==> src/rtl/ipdelin_pkg.sv <==
// Shared types and constants for the IP packet delineator.
// Used by the front, queue, back and top-level modules; depends on nothing.
package ipdelin_pkg;

   localparam logic [15:0] MtuReset        = 16'd1500;
   localparam logic [47:0] DestMacReset    = 48'h0;
   localparam logic [47:0] SrcMacReset     = 48'hB69124A81472;
   localparam logic [16:0] Ipv6FixedHdr    = 17'd40;
   localparam logic [15:0] Ipv6HdrKept     = 16'd6;
   localparam logic [15:0] Ipv4HdrKept     = 16'd4;
   localparam logic [3:0]  VerIpv4         = 4'h4;
   localparam logic [3:0]  VerIpv6         = 4'h6;
   localparam logic [15:0] EthTypeIpv4     = 16'h0800;
   localparam logic [15:0] EthTypeIpv6     = 16'h86DD;
   localparam int          EthHdrBytes     = 14;
   localparam int          QueueDepthDefault = 4;

   // Register indexes on the configuration port.
   localparam logic [1:0] CsrMtu     = 2'd0;
   localparam logic [1:0] CsrDestMac = 2'd1;
   localparam logic [1:0] CsrSrcMac  = 2'd2;

   typedef enum logic [1:0] {
      ST_FRAME       = 2'd0,
      ST_BAD_VERSION = 2'd1,
      ST_BAD_LENGTH  = 2'd2
   } status_type;

   typedef enum logic [1:0] {
      CMD_ERR  = 2'd0,
      CMD_HDR  = 2'd1,
      CMD_BODY = 2'd2
   } cmd_kind_type;

   // One command per input byte that causes results. For a body byte the
   // byte travels in bytes[0].
   typedef struct packed {
      cmd_kind_type     kind;
      status_type       status;
      logic             is_ipv6;
      logic             last;
      logic [5:0][7:0]  bytes;
   } cmd_type;

endpackage

==> src/rtl/ipdelin_front.sv <==
// Front end of the IP packet delineator: hunts, collects headers, checks
// lengths and makes a command of each byte that yields results. Depends on ipdelin_pkg.
module ipdelin_front (
   input  logic                 clock,
   input  logic                 reset,
   input  logic                 in_accept,
   input  logic [7:0]           rx_byte,
   input  logic                 chunk_end,
   input  logic [15:0]          mtu,
   output logic                 push_valid,
   output ipdelin_pkg::cmd_type push_cmd
);
   import ipdelin_pkg::*;

   typedef enum logic [1:0] {
      PH_HUNT    = 2'd0,
      PH_HEADER  = 2'd1,
      PH_BODY    = 2'd2,
      PH_DISCARD = 2'd3
   } phase_type;

   phase_type       phase_ff, phase_in;
   logic [5:0][7:0] hdr_ff, hdr_in, hdr_cur;
   logic [2:0]      count_ff, count_in;
   logic            is6_ff, is6_in;
   logic [15:0]     left_ff, left_in;

   logic [2:0]      last_idx;
   logic [2:0]      idx;
   logic [15:0]     ipv4_total;
   logic [15:0]     ipv6_pl;
   logic [16:0]     ipv6_total;
   logic            len_ok;
   logic [15:0]     left_new;
   logic [15:0]     left_dec;
   logic [3:0]      ver;

   always_comb begin
      ver        = rx_byte[7:4];
      last_idx   = is6_ff ? 3'd5 : 3'd3;
      idx        = (count_ff > last_idx) ? last_idx : count_ff;
      hdr_cur    = hdr_ff;
      hdr_cur[idx] = rx_byte;
      ipv4_total = {hdr_ff[2], rx_byte};
      ipv6_pl    = {hdr_ff[4], rx_byte};
      ipv6_total = {1'b0, ipv6_pl} + Ipv6FixedHdr;
      // The IPv6 bound is taken on 40 + payload so a tiny MTU rejects all.
      if (is6_ff) begin
         len_ok   = (ipv6_pl >= Ipv6HdrKept) && (ipv6_total <= {1'b0, mtu});
         left_new = 16'(ipv6_total - {1'b0, Ipv6HdrKept});
      end else begin
         len_ok   = (ipv4_total >= Ipv4HdrKept) && (ipv4_total <= mtu);
         left_new = ipv4_total - Ipv4HdrKept;
      end
      left_dec = left_ff - 16'd1;

      phase_in = phase_ff;
      hdr_in   = hdr_ff;
      count_in = count_ff;
      is6_in   = is6_ff;
      left_in  = left_ff;

      push_valid       = 1'b0;
      push_cmd.kind    = CMD_ERR;
      push_cmd.status  = ST_FRAME;
      push_cmd.is_ipv6 = is6_ff;
      push_cmd.last    = 1'b0;
      push_cmd.bytes   = hdr_cur;

      if (in_accept) begin
         unique case (phase_ff)
            PH_HUNT: begin
               if (ver != VerIpv4 && ver != VerIpv6) begin
                  push_valid      = 1'b1;
                  push_cmd.kind   = CMD_ERR;
                  push_cmd.status = ST_BAD_VERSION;
                  phase_in = chunk_end ? PH_HUNT : PH_DISCARD;
                  count_in = 3'd0;
                  left_in  = 16'd0;
               end else begin
                  is6_in    = (ver == VerIpv6);
                  hdr_in[0] = rx_byte;
                  count_in  = 3'd1;
                  phase_in  = PH_HEADER;
               end
            end
            PH_HEADER: begin
               hdr_in = hdr_cur;
               if (idx == last_idx) begin
                  count_in   = 3'd0;
                  push_valid = 1'b1;
                  if (len_ok) begin
                     push_cmd.kind = CMD_HDR;
                     push_cmd.last = (left_new == 16'd0);
                     left_in  = left_new;
                     phase_in = (left_new != 16'd0) ? PH_BODY : PH_HUNT;
                  end else begin
                     push_cmd.kind   = CMD_ERR;
                     push_cmd.status = ST_BAD_LENGTH;
                     left_in  = 16'd0;
                     phase_in = chunk_end ? PH_HUNT : PH_DISCARD;
                  end
               end else begin
                  count_in = idx + 3'd1;
               end
            end
            PH_BODY: begin
               push_valid        = 1'b1;
               push_cmd.kind     = CMD_BODY;
               push_cmd.last     = (left_dec == 16'd0);
               push_cmd.bytes[0] = rx_byte;
               left_in = left_dec;
               if (left_dec == 16'd0) begin
                  phase_in = PH_HUNT;
               end
            end
            PH_DISCARD: begin
               if (chunk_end) begin
                  phase_in = PH_HUNT;
               end
            end
            default: begin
               phase_in = PH_HUNT;
            end
         endcase
      end
   end

   always_ff @(posedge clock) begin
      if (reset) begin
         phase_ff <= PH_HUNT;
         count_ff <= 3'd0;
         is6_ff   <= 1'b0;
         left_ff  <= 16'd0;
      end else begin
         phase_ff <= phase_in;
         count_ff <= count_in;
         is6_ff   <= is6_in;
         left_ff  <= left_in;
      end
      hdr_ff <= hdr_in;
   end

   a_body_has_bytes: assert property (@(posedge clock) disable iff (reset)
      phase_ff == PH_BODY |-> left_ff != 16'd0)
      else $error("body phase with no bytes left");

   a_header_count: assert property (@(posedge clock) disable iff (reset)
      phase_ff == PH_HEADER |-> count_ff != 3'd0 && count_ff <= (is6_ff ? 3'd5 : 3'd3))
      else $error("header count out of range");

   a_push_on_accept: assert property (@(posedge clock) disable iff (reset)
      push_valid |-> in_accept)
      else $error("command pushed without an accepted byte");

endmodule

==> src/rtl/ipdelin_queue.sv <==
// Short command queue between front and back of the IP packet delineator.
// Register-based circular buffer; depends on ipdelin_pkg for the entry type.
module ipdelin_queue #(
   parameter int Depth = ipdelin_pkg::QueueDepthDefault
) (
   input  logic                 clock,
   input  logic                 reset,
   input  logic                 push,
   input  ipdelin_pkg::cmd_type push_cmd,
   input  logic                 pop,
   output ipdelin_pkg::cmd_type head_cmd,
   output logic                 empty,
   output logic                 full
);
   import ipdelin_pkg::*;

   localparam int PtrW = (Depth > 1) ? $clog2(Depth) : 1;
   localparam int CntW = $clog2(Depth + 1);

   cmd_type          entry_ff [Depth];
   logic [PtrW-1:0]  wr_ff, wr_in, rd_ff, rd_in;
   logic [CntW-1:0]  cnt_ff, cnt_in;

   function automatic logic [PtrW-1:0] next_ptr(input logic [PtrW-1:0] ptr);
      next_ptr = (ptr == PtrW'(Depth - 1)) ? '0 : ptr + PtrW'(1);
   endfunction

   always_comb begin
      empty    = (cnt_ff == '0);
      full     = (cnt_ff == CntW'(Depth));
      head_cmd = entry_ff[rd_ff];
      wr_in    = push ? next_ptr(wr_ff) : wr_ff;
      rd_in    = pop ? next_ptr(rd_ff) : rd_ff;
      cnt_in   = cnt_ff;
      if (push && !pop) begin
         cnt_in = cnt_ff + CntW'(1);
      end else if (pop && !push) begin
         cnt_in = cnt_ff - CntW'(1);
      end
   end

   always_ff @(posedge clock) begin
      if (reset) begin
         wr_ff  <= '0;
         rd_ff  <= '0;
         cnt_ff <= '0;
      end else begin
         wr_ff  <= wr_in;
         rd_ff  <= rd_in;
         cnt_ff <= cnt_in;
      end
      if (push) begin
         entry_ff[wr_ff] <= push_cmd;
      end
   end

   a_no_overflow: assert property (@(posedge clock) disable iff (reset)
      push |-> !full || pop)
      else $error("queue overflow");

   a_no_underflow: assert property (@(posedge clock) disable iff (reset)
      pop |-> !empty)
      else $error("queue underflow");

   a_count_tracks: assert property (@(posedge clock) disable iff (reset)
      push && !pop |=> cnt_ff == $past(cnt_ff) + CntW'(1))
      else $error("queue count did not advance on push");

endmodule

==> src/rtl/ipdelin_back.sv <==
// Back end of the IP packet delineator: expands queued commands into result
// requests behind an output register. Depends on ipdelin_pkg.
module ipdelin_back (
   input  logic                 clock,
   input  logic                 reset,
   input  ipdelin_pkg::cmd_type head_cmd,
   input  logic                 empty,
   output logic                 pop,
   input  logic [47:0]          dest_mac,
   input  logic [47:0]          src_mac,
   output logic                 rsp_tvalid,
   input  logic                 rsp_tready,
   output logic [7:0]           frame_byte,
   output logic                 frame_first,
   output logic                 frame_last,
   output ipdelin_pkg::status_type status,
   output logic                 run_last
);
   import ipdelin_pkg::*;

   localparam int SeqLen = EthHdrBytes + 6;

   logic [4:0]  k_ff, k_in;
   logic        valid_ff, valid_in;
   logic [7:0]  byte_ff, byte_in;
   logic        first_ff, first_in;
   logic        flast_ff, flast_in;
   status_type  status_ff, status_in;
   logic        rlast_ff, rlast_in;

   logic        out_free;
   logic        emit;
   logic [4:0]  k_end;
   logic        hdr_done;
   logic [15:0] eth_type;
   logic [7:0]  hdr_seq [SeqLen];

   always_comb begin
      eth_type = head_cmd.is_ipv6 ? EthTypeIpv6 : EthTypeIpv4;
      for (int i = 0; i < 6; i++) begin
         hdr_seq[i]     = dest_mac[8*(5-i) +: 8];
         hdr_seq[i + 6] = src_mac[8*(5-i) +: 8];
         hdr_seq[i + EthHdrBytes] = head_cmd.bytes[i];
      end
      hdr_seq[12] = eth_type[15:8];
      hdr_seq[13] = eth_type[7:0];

      out_free = !valid_ff || rsp_tready;
      emit     = out_free && !empty;
      k_end    = head_cmd.is_ipv6 ? 5'(SeqLen - 1) : 5'(SeqLen - 3);
      hdr_done = (k_ff == k_end);
      pop      = 1'b0;
      k_in     = k_ff;

      valid_in  = out_free ? !empty : valid_ff;
      byte_in   = byte_ff;
      first_in  = first_ff;
      flast_in  = flast_ff;
      status_in = status_ff;
      rlast_in  = rlast_ff;

      if (emit) begin
         unique case (head_cmd.kind)
            CMD_HDR: begin
               byte_in   = hdr_seq[k_ff];
               first_in  = (k_ff == 5'd0);
               flast_in  = hdr_done && head_cmd.last;
               status_in = ST_FRAME;
               rlast_in  = hdr_done;
               pop       = hdr_done;
               k_in      = hdr_done ? 5'd0 : k_ff + 5'd1;
            end
            CMD_BODY: begin
               byte_in   = head_cmd.bytes[0];
               first_in  = 1'b0;
               flast_in  = head_cmd.last;
               status_in = ST_FRAME;
               rlast_in  = 1'b1;
               pop       = 1'b1;
            end
            default: begin
               byte_in   = 8'd0;
               first_in  = 1'b0;
               flast_in  = 1'b0;
               status_in = head_cmd.status;
               rlast_in  = 1'b1;
               pop       = 1'b1;
            end
         endcase
      end
   end

   always_ff @(posedge clock) begin
      if (reset) begin
         k_ff     <= 5'd0;
         valid_ff <= 1'b0;
      end else begin
         k_ff     <= k_in;
         valid_ff <= valid_in;
      end
      byte_ff   <= byte_in;
      first_ff  <= first_in;
      flast_ff  <= flast_in;
      status_ff <= status_in;
      rlast_ff  <= rlast_in;
   end

   assign rsp_tvalid  = valid_ff;
   assign frame_byte  = byte_ff;
   assign frame_first = first_ff;
   assign frame_last  = flast_ff;
   assign status      = status_ff;
   assign run_last    = rlast_ff;

   a_seq_has_cmd: assert property (@(posedge clock) disable iff (reset)
      k_ff != 5'd0 |-> !empty)
      else $error("header sequence running with an empty queue");

   a_error_shape: assert property (@(posedge clock) disable iff (reset)
      valid_ff && status_ff != ST_FRAME |-> rlast_ff && !first_ff && !flast_ff)
      else $error("malformed error result");

   a_first_is_frame: assert property (@(posedge clock) disable iff (reset)
      valid_ff && first_ff |-> status_ff == ST_FRAME && !rlast_ff)
      else $error("frame start on a non-frame result");

endmodule

==> src/rtl/ip_stream_packet_delineator_core.sv <==
// Top level of the IP packet delineator: configuration registers and the
// front / queue / back pipeline. Depends on ipdelin_pkg and the ipdelin_* modules.
//
//  channel  | direction | payload
//  req_*    | in        | tdata[7:0] rx_byte, tlast chunk_end
//  rsp_*    | out       | tdata[7:0] frame_byte, tdata[8] run_last,
//           |           | tuser[0] frame_first, tuser[2:1] status, tlast frame_last
//  csr_*    | in        | csr_index register, csr_data value (always ready)
//
// One request per cycle is taken while the command queue has room. A body byte
// yields one result; an accepted header yields 18 (IPv4) or 20 (IPv6) results,
// one per cycle from the back end while rsp_tready allows, so the front stalls
// once the queue fills. Results leave through a single output register. Reset is
// synchronous and restores the configuration defaults and the hunt state.
module ip_stream_packet_delineator_core #(
   parameter int QueueDepth = ipdelin_pkg::QueueDepthDefault
) (
   input  logic        clock,
   input  logic        reset,
   input  logic        req_tvalid,
   output logic        req_tready,
   input  logic [7:0]  req_tdata,   // [7:0] rx_byte
   input  logic        req_tlast,
   output logic        rsp_tvalid,
   input  logic        rsp_tready,
   output logic [15:0] rsp_tdata,   // [7:0] frame_byte, [8] run_last, rest zero
   output logic [2:0]  rsp_tuser,   // [0] frame_first, [2:1] status
   output logic        rsp_tlast,
   input  logic        csr_valid,
   output logic        csr_ready,
   input  logic [1:0]  csr_index,
   input  logic [47:0] csr_data
);
   import ipdelin_pkg::*;

   logic [15:0] mtu_ff;
   logic [47:0] dest_mac_ff;
   logic [47:0] src_mac_ff;
   logic        csr_write;

   logic        in_accept;
   logic        push_valid;
   cmd_type     push_cmd;
   cmd_type     head_cmd;
   logic        q_empty;
   logic        q_full;
   logic        pop;

   logic [7:0]  frame_byte;
   logic        frame_first;
   logic        frame_last;
   status_type  status;
   logic        run_last;

   assign csr_ready = 1'b1;
   assign csr_write = csr_valid && csr_ready;

   always_ff @(posedge clock) begin
      if (reset) begin
         mtu_ff      <= MtuReset;
         dest_mac_ff <= DestMacReset;
         src_mac_ff  <= SrcMacReset;
      end else if (csr_write) begin
         unique case (csr_index)
            CsrMtu:     mtu_ff      <= csr_data[15:0];
            CsrDestMac: dest_mac_ff <= csr_data;
            CsrSrcMac:  src_mac_ff  <= csr_data;
            default: begin
            end
         endcase
      end
   end

   assign req_tready = !q_full;
   assign in_accept  = req_tvalid && req_tready;

   ipdelin_front u_front (
      .clock      (clock),
      .reset      (reset),
      .in_accept  (in_accept),
      .rx_byte    (req_tdata),
      .chunk_end  (req_tlast),
      .mtu        (mtu_ff),
      .push_valid (push_valid),
      .push_cmd   (push_cmd)
   );

   ipdelin_queue #(
      .Depth (QueueDepth)
   ) u_queue (
      .clock    (clock),
      .reset    (reset),
      .push     (push_valid),
      .push_cmd (push_cmd),
      .pop      (pop),
      .head_cmd (head_cmd),
      .empty    (q_empty),
      .full     (q_full)
   );

   ipdelin_back u_back (
      .clock       (clock),
      .reset       (reset),
      .head_cmd    (head_cmd),
      .empty       (q_empty),
      .pop         (pop),
      .dest_mac    (dest_mac_ff),
      .src_mac     (src_mac_ff),
      .rsp_tvalid  (rsp_tvalid),
      .rsp_tready  (rsp_tready),
      .frame_byte  (frame_byte),
      .frame_first (frame_first),
      .frame_last  (frame_last),
      .status      (status),
      .run_last    (run_last)
   );

   assign rsp_tdata = {7'd0, run_last, frame_byte};
   assign rsp_tuser = {status, frame_first};
   assign rsp_tlast = frame_last;

endmodule

==> config.mk <==
export PLATFORM = sky130hd
export DESIGN_NAME = ip_stream_packet_delineator_core
export DESIGN_NICKNAME = d
export VERILOG_FILES = /design/src/rtl/ipdelin_pkg.sv /design/src/rtl/ipdelin_front.sv /design/src/rtl/ipdelin_queue.sv /design/src/rtl/ipdelin_back.sv /design/src/rtl/ip_stream_packet_delineator_core.sv
export SDC_FILE = /design/constraint.sdc
export NUM_CORES = 1
export LEC_CHECK = 0
export ABC_AREA = 1
export ABC_CLOCK_PERIOD_IN_PS = 6900
export BUFFER_PORTS_ARGS = -buffer_cell sky130_fd_sc_hd__buf_2
export CAP_MARGIN = 0
export CORE_MARGIN = 10
export CORE_UTILIZATION = 40
export CTS_BUF_LIST = sky130_fd_sc_hd__clkbuf_8
export CTS_CLUSTER_DIAMETER = 50
export CTS_CLUSTER_SIZE = 24
export DETAILED_ROUTE_END_ITERATION = 6
export SKIP_CTS_REPAIR_TIMING = 1
export SLEW_MARGIN = 20
export SYNTH_ARGS = -nofsm -noshare
export SYNTH_HDL_FRONTEND = slang
export SYNTH_SLANG_ARGS = --single-unit
export TNS_END_PERCENT = 50
==> constraint.sdc <==
create_clock -name clock -period 6.9 [get_ports clock]
set_input_delay 0.345 -clock clock [delete_from_list [all_inputs] [get_ports clock]]
set_output_delay 0.345 -clock clock [all_outputs]
set_load 0.03 [all_outputs]
==> results of run 1 <==
## cells by family (layout without fill, tap and decap cells)
logic type,after synthesis,after routing,synth area share
compound gates,586,586,0.1583
xor+xnor,20,20,0.008533
fa+ha+maj,57,57,0.03510
buf+inv,282,374,0.05656
flops,426,426,0.5505
other cells,2,9,0.0003658
simple gates,930,930,0.1906
## cells in the mapped netlist, types with 16 or more instances
master / count / share of area
nand2_2: 16 / 0.0049
nor3_1: 18 / 0.0044
dfxtp_1: 149 / 0.15
a21oi_1: 137 / 0.033
o21ai_1: 17 / 0.0041
o221ai_1: 21 / 0.0090
clkbuf_1: 102 / 0.019
ha_1: 56 / 0.034
nand4_1: 21 / 0.0064
o21ai_0: 314 / 0.077
inv_1: 138 / 0.025
nand2_1: 417 / 0.076
edfxtp_1: 277 / 0.41
o22ai_1: 34 / 0.010
nor2_1: 314 / 0.057
o211ai_1: 22 / 0.0080
nand3_1: 110 / 0.027
## layout by cell type (no fill, tap or decap), types with 5 or more instances in the layout
cell           netlist  layout
a21oi_1            137     137
clkinv_8             0       5
nand4_1             21      21
nor2_1             314     309
xor2_1              14      14
inv_1              138     136
clkbuf_8             0      42
nand2_1            417     417
nand3_1            110     109
o21ai_1             17      18
edfxtp_1           277     277
dfxtp_1            149     147
xnor2_1              6       6
o211ai_1            22      22
a32o_1               7       7
nor2_2               7       7
o21ai_0            314     313
nand3_2              5       6
o221ai_1            21      21
clkinv_4             0       5
buf_4               15      23
nand2_2             16      16
o22ai_1             34      34
dlygate4sd3_1        0      47
inv_6                0       6
ha_1                56      56
inv_2                7      10
a21oi_2              8       8
buf_2                6      78
inv_8                0       6
nor2_4               4       9
nor3_1              18      17
conb_1               2       8
## metrics by stage
stage          setup slack (ns)  instances  utilization
2_1_floorplan             1.790       2309            -
3_3_place_gp              2.431       2947       0.4241
3_5_place_dp              2.615       2948       0.4245
4_1_cts                   2.597       3026       0.4453
5_1_grt                   2.236       3074       0.4547
6_report                  2.577       3074       0.4547
## worst max-delay path: cells and delay by family, from the launching register on
family / cells / cell delay [ns]
AND/OR/NAND/NOR: 8 / 1.52
buffers and inverters: 4 / 1.19
AO/OA/AOI/OAI: 4 / 0.54
adder cells (fa/ha/maj): 1 / 0.35
flip-flops: 1 / 0.32
## cell type report
type	instances	area [um^2]
fill	4866	27530
clock inverter	36	475.5
multi-input combinational	1601	8144
clock buffer	42	578.1
inverter	147	551.8
sequential	426	11310
tap	672	840.8
timing repair buffer	149	1054
antenna	1	2.502
## layer usage
layer | GRT usage | vias to the layer above
met5 | 0 | -
met4 | 0.07288 | 0
met3 | 0.02597 | 116
met2 | 0.3074 | 648
met1 | 0.2760 | 8031
li1 | - | 8059
## power groups by stage
stage	clock (W)	combinational (W)	sequential [W]
finish	0.00191	0.00272	0.00341
global route	0.00205	0.00299	0.00345
CTS	0.00195	0.00268	0.00341
detailed placement	0	0.00268	0.00347
global placement	0	0.00263	0.00346
floorplan	0	0.00171	0.00347
## how the worst max path moves through the flow
stage / from / endpoint / slack, ns
floorplan: u_front.is6_ff$_SDFFE_PP0P_ / u_queue.entry_ff[0][0]$_DFFE_PP_ / 1.79
global placement: u_front.is6_ff$_SDFFE_PP0P_ / u_queue.entry_ff[0][13]$_DFFE_PP_ / 2.43
detailed placement: u_front.is6_ff$_SDFFE_PP0P_ / u_queue.entry_ff[1][33]$_DFFE_PP_ / 2.62
CTS: u_front.is6_ff$_SDFFE_PP0P_ / u_queue.entry_ff[1][33]$_DFFE_PP_ / 2.60
global route: u_front.is6_ff$_SDFFE_PP0P_ / u_queue.entry_ff[1][33]$_DFFE_PP_ / 2.24
finish: u_front.is6_ff$_SDFFE_PP0P_ / u_queue.entry_ff[1][33]$_DFFE_PP_ / 2.58
## flip-flops by register name, summed over array words and instances, names as in the netlist, 2 cells and up, named ones only
| signal | flops |
|---|---|
| src_mac_ff | 48 |
| u_front.count_ff | 3 |
| u_back.frame_byte | 8 |
| u_queue.entry_ff | 216 |
| u_front.left_ff | 16 |
| u_queue.cnt_ff | 3 |
| u_queue.rd_ff | 2 |
| u_back.k_ff | 5 |
| mtu_ff | 16 |
| u_front.hdr_ff | 48 |
| u_queue.wr_ff | 2 |
| u_front.phase_ff | 2 |
| dest_mac_ff | 48 |
| u_back.status | 2 |
==> results.yml, run 1 <==
pwr:
  power_leakage_nw: 8.832
  peakVddDrop_mv: 0.2007
  switching_power_w: 0.003266
  clkPwrFrac: 0.237
  fin_total_pwr_w: 0.008041
  seq_power_share: 0.424
  switching_share: 0.4061
  comb_power_share: 0.339
  intPower_w: 0.004775
  powerDensity_nw_per_um2: 350.3
flow_run:
  cap_violations: 0
sta:
  maxSlewHeadroom: 0.2386
  fin_hold_ws_ns: 0.02103
  setup_viol: 0
  fmax_mhz: 231.3
  slew_viol_final: 0
  hold_viol: 0
  skew_ns: 0.04105
  tns_ns: 0
  tightest_slew_ns: 1.130
  fin_crit_ns: 4.323
  rsz0062_at_grt: "no"
  finalCritPeriodShare: 0.6265
global_routing:
  grt.total_usage: 0.1975
  gr-total-overflow: 0
  grt_max_degree: 96
  grt_pass1_vias: 15700
  antenna_found_initial: 1
  grt_first_pass_wirelength_mm: 93.77
detailed_routing:
  wl_met1_mm: 27.70
  detail-route-antenna-nets: 0
  vias: 16850
  routed_wl_mm: 61.72
  dr.first_iter.drc_count: 1768
  routedWlPerCell_um: 20.08
  wl_met2_mm: 27.53
  wl_met3_mm: 4.462
  highest_layer: "met4"
  vias_per_cell: 5.483
  dr.pass1.iters: 6
  drc: 0
logic_synthesis:
  synth.avg_cell_area_um2: 8.914
  synth_edf_count: 277
  ys_seq_area_frac: 0.5505
  synthArstFlopShare: 0
  synth_cell_types: 57
  synth_flop_cell: "edfxtp_1"
  ys_ff_latch: 426
  yosysWarnings: 0
  synth_cells: 2303
  netlist_area_um2: 20530
worst_hold_path:
  hold-path-endpoint: "u_front.phase_ff[1]$_SDFFE_PP0P_"
  holdCritStartpoint: "req_tlast"
  hold_path_class: "input port to flip-flop"
  hold_depth: 4
worst_setup_path:
  end_kind: "flip-flop"
  worstSetupPathType: "flip-flop to flip-flop"
  critPathArrivalTime_ns: 4.62
  max_stage_delay_ns: 0.72
  worst_path_max_delay_cell: "nor2_4"
  startpoint_type: "flip-flop"
  ff2ff_path_depth: 17
  path_max_fanout: 30
  cp_data_required_time_ns: 7.20
  cp_cell_sequence: "buf_4 > inv_2 > ha_1 > a21oi_1 > nand2_1 > nand2_1 > nand2_1 > o21ai_2 > inv_1 > nor2_2 > nor2_1 > nor2_2 > o21ai_2 > nor2_1 > o21ai_2 > nor2_4 > buf_4"
  r2r_start: "u_front.is6_ff$_SDFFE_PP0P_"
  regToRegSetupSlack_ns: 2.58
  r2r_end: "u_queue.entry_ff[1][33]$_DFFE_PP_"
floorplan:
  fp.dieW_um: 246.6
  die_h_um: 246.6
  ios: 87
  rows: 82
  coreArea_um2: 50480
  start_util: 0.4067
  fp.dieArea_um2: 60790
cells_and_area:
  drive_gt1_frac: 0.1037
  postLayoutCellArea_um2: 22950
  syn2layout_area_growth_pct: 11.80
  nets: 2488
run_status:
  status: "finished clean"
clock_network:
  clk_path_buf_depth: 3
  clock-sinks: 426
  cts_tree: "yes"
  clkSlewWorstSetupHoldPaths_ns: 0.10
  htree_levels: 2
  root_buffer: "clkbuf_8"
  cts-buffers-inserted: 42
  clock_latency_ns: 0.66
placement:
  dp_hpwl_mm: 41.79
  gp_routability_congestion: 0.9322
  placed_area_um2: 21430
  port_buffers: 78
(Power assumes the default switching activity.)
==> run 2: changes to the inputs <==
--- a/config.mk
+++ b/config.mk
@@ -6,7 +6,7 @@
 export NUM_CORES = 1
 export LEC_CHECK = 0
 export ABC_AREA = 1
-export ABC_CLOCK_PERIOD_IN_PS = 6900
+export ABC_CLOCK_PERIOD_IN_PS = 3800
 export BUFFER_PORTS_ARGS = -buffer_cell sky130_fd_sc_hd__buf_2
 export CAP_MARGIN = 0
 export CORE_MARGIN = 10
==> constraint.sdc (replaced) <==
create_clock -name clock -period 3.8 [get_ports clock]
set_input_delay 0.19 -clock clock [delete_from_list [all_inputs] [get_ports clock]]
set_output_delay 0.19 -clock clock [all_outputs]
set_load 0.03 [all_outputs]
==> results.yml, run 2 (synthesized netlist as in run 1, its figures left out) <==
cells_and_area:
  syn2layout_area_growth_pct: 13.66
  nets: 2528
  mostFrequentLayoutCells: "417 x nand2_1, 314 x o21ai_0, 308 x nor2_1"
  layout.cells.non_filler: 3119
  drive_gt1_frac: 0.1166
  largest-register: "u_queue.entry_ff"
  final_common_cell: "nand2_1"
  largest_reg_flops: 216
  fin_util: 0.4623
sta:
  finalCritPeriodShare: 0.9005
  fin_hold_ws_ns: 0.03992
  fmax_mhz: 292.2
  maxSlewHeadroom: 0.3110
  tns_ns: 0
  tightest_slew_ns: 1.023
  fin_crit_ns: 3.422
  hold_viol: 0
  slew_viol_final: 0
  rsz0062_at_grt: "no"
  skew_ns: 0.05293
  setup_viol: 0
detailed_routing:
  detail-route-antenna-nets: 0
  drc: 0
  wl_met2_mm: 28.82
  vias: 16990
  highest_layer: "met4"
  routed_wl_mm: 63.20
  routedWlPerCell_um: 20.26
  dr.first_iter.drc_count: 1844
  wl_met3_mm: 4.261
  dr.pass1.iters: 6
  vias_per_cell: 5.447
  wl_met1_mm: 28.67
global_routing:
  grt_pass1_vias: 15540
  grt_first_pass_wirelength_mm: 94.41
  gr-total-overflow: 0
  antenna_found_initial: 1
  grt_max_degree: 106
  grt.total_usage: 0.1992
worst_setup_path:
  worst_path_max_delay_cell: "dfxtp_2"
  critPathArrivalTime_ns: 3.95
  cp_top_family: "compound AO/OA/AOI/OAI gates"
  cp_data_required_time_ns: 4.33
  max_stage_delay_ns: 0.41
  path_buf_inv: 4
  startpoint_type: "flip-flop"
  cp_cell_sequence: "inv_2 > ha_1 > a21oi_1 > nand2_1 > nand2_1 > nand2_1 > o21ai_2 > inv_1 > nor2_2 > nor2_1 > nor2_2 > o21ai_2 > nor2_2 > o21ai_2 > inv_1 > ha_1 > inv_1 > fa_1 > a21oi_1 > o21ai_0 > o21ai_0 > a21oi_1"
  end_kind: "flip-flop"
  worstSetupPathType: "flip-flop to flip-flop"
  path_max_fanout: 6
run_status:
  status: "finished clean"
floorplan:
  start_util: 0.4067
  ios: 87
  die_h_um: 246.6
  fp.dieArea_um2: 60790
  fp.dieW_um: 246.6
  rows: 82
  coreArea_um2: 50480
clock_network:
  cts-buffers-inserted: 45
  clock-sinks: 426
  cts_tree: "yes"
  clock_latency_ns: 0.67
  clk_path_buf_depth: 3
  clkSlewWorstSetupHoldPaths_ns: 0.09
  htree_levels: 2
  root_buffer: "clkbuf_8"
flow_run:
  cap_violations: 0
pwr:
  fin_total_pwr_w: 0.01487
  peakVddDrop_mv: 0.3529
  powerDensity_nw_per_um2: 637.1
  power_leakage_nw: 9.044
placement:
  dp_hpwl_mm: 42.41
  dp.cells: 2980
  port_buffers: 78
  gp_routability_congestion: 0.9208
worst_hold_path:
  hold_path_class: "input port to flip-flop"
-- run 2: report_power, final --
group          total (W)  internal (W)  leakage (nW)  switching (W)
logic            0.00518       0.00142          4.71        0.00376
registers        0.00614       0.00588          3.77       0.000258
clock network    0.00355       0.00153         0.562        0.00202
total             0.0149       0.00883          9.04        0.00603
-- run 2: worst register-to-register path, cell delays in order, from the launching register on --
cell	delay (ns)
dfxtp_2	0.41
inv_2	0.05
ha_1	0.31
a21oi_1	0.20
nand2_1	0.13
nand2_1	0.14
nand2_1	0.08
o21ai_2	0.08
inv_1	0.11
nor2_2	0.14
nor2_1	0.07
nor2_2	0.10
o21ai_2	0.12
nor2_2	0.15
o21ai_2	0.08
inv_1	0.08
ha_1	0.13
inv_1	0.06
fa_1	0.37
a21oi_1	0.14
o21ai_0	0.13
o21ai_0	0.19
a21oi_1	0.06
-- run 2: path summary, 6_finish.rpt --
kind	from	to	slack, ns	cells after the start
min reg2reg	src_mac_ff[15]$_SDFFE_PP0P_	src_mac_ff[15]$_SDFFE_PP0P_	0.46	2
min	csr_index[0]	mtu_ff[6]$_SDFFE_PP1P_	0.04	4
max	u_front.is6_ff$_SDFFE_PP0P_	u_queue.cnt_ff[2]$_SDFFE_PP0P_	0.38	22
max reg2reg	u_front.is6_ff$_SDFFE_PP0P_	u_queue.cnt_ff[2]$_SDFFE_PP0P_	0.38	22
-- run 2: stage by stage --
step,worst slack [ns],cell area [um^2]
2_1_floorplan,-0.4269,20560
3_3_place_gp,0.3623,21680
3_5_place_dp,0.3264,21680
4_1_cts,0.3027,22800
5_1_grt,0.03851,23330
6_report,0.3782,23330
-- run 2: cell type report --
| type | instances | area, um^2 |
|---|---|---|
| diodes | 3 | 7.507 |
| clock buffers | 46 | 633.1 |
| clock inverters | 38 | 485.5 |
| fillers | 4921 | 27140 |
| inverters | 147 | 551.8 |
| multi-input cells | 1601 | 8152 |
| flip-flops and latches | 426 | 11310 |
| well taps | 672 | 840.8 |
| repair buffers | 186 | 1356 |
-- run 2: layer usage --
layer | up-vias | global-route usage
li1 | 8145 | -
met1 | 8132 | 0.2830
met2 | 622 | 0.3090
met3 | 91 | 0.02802
met4 | 0 | 0.06026
met5 | - | 0
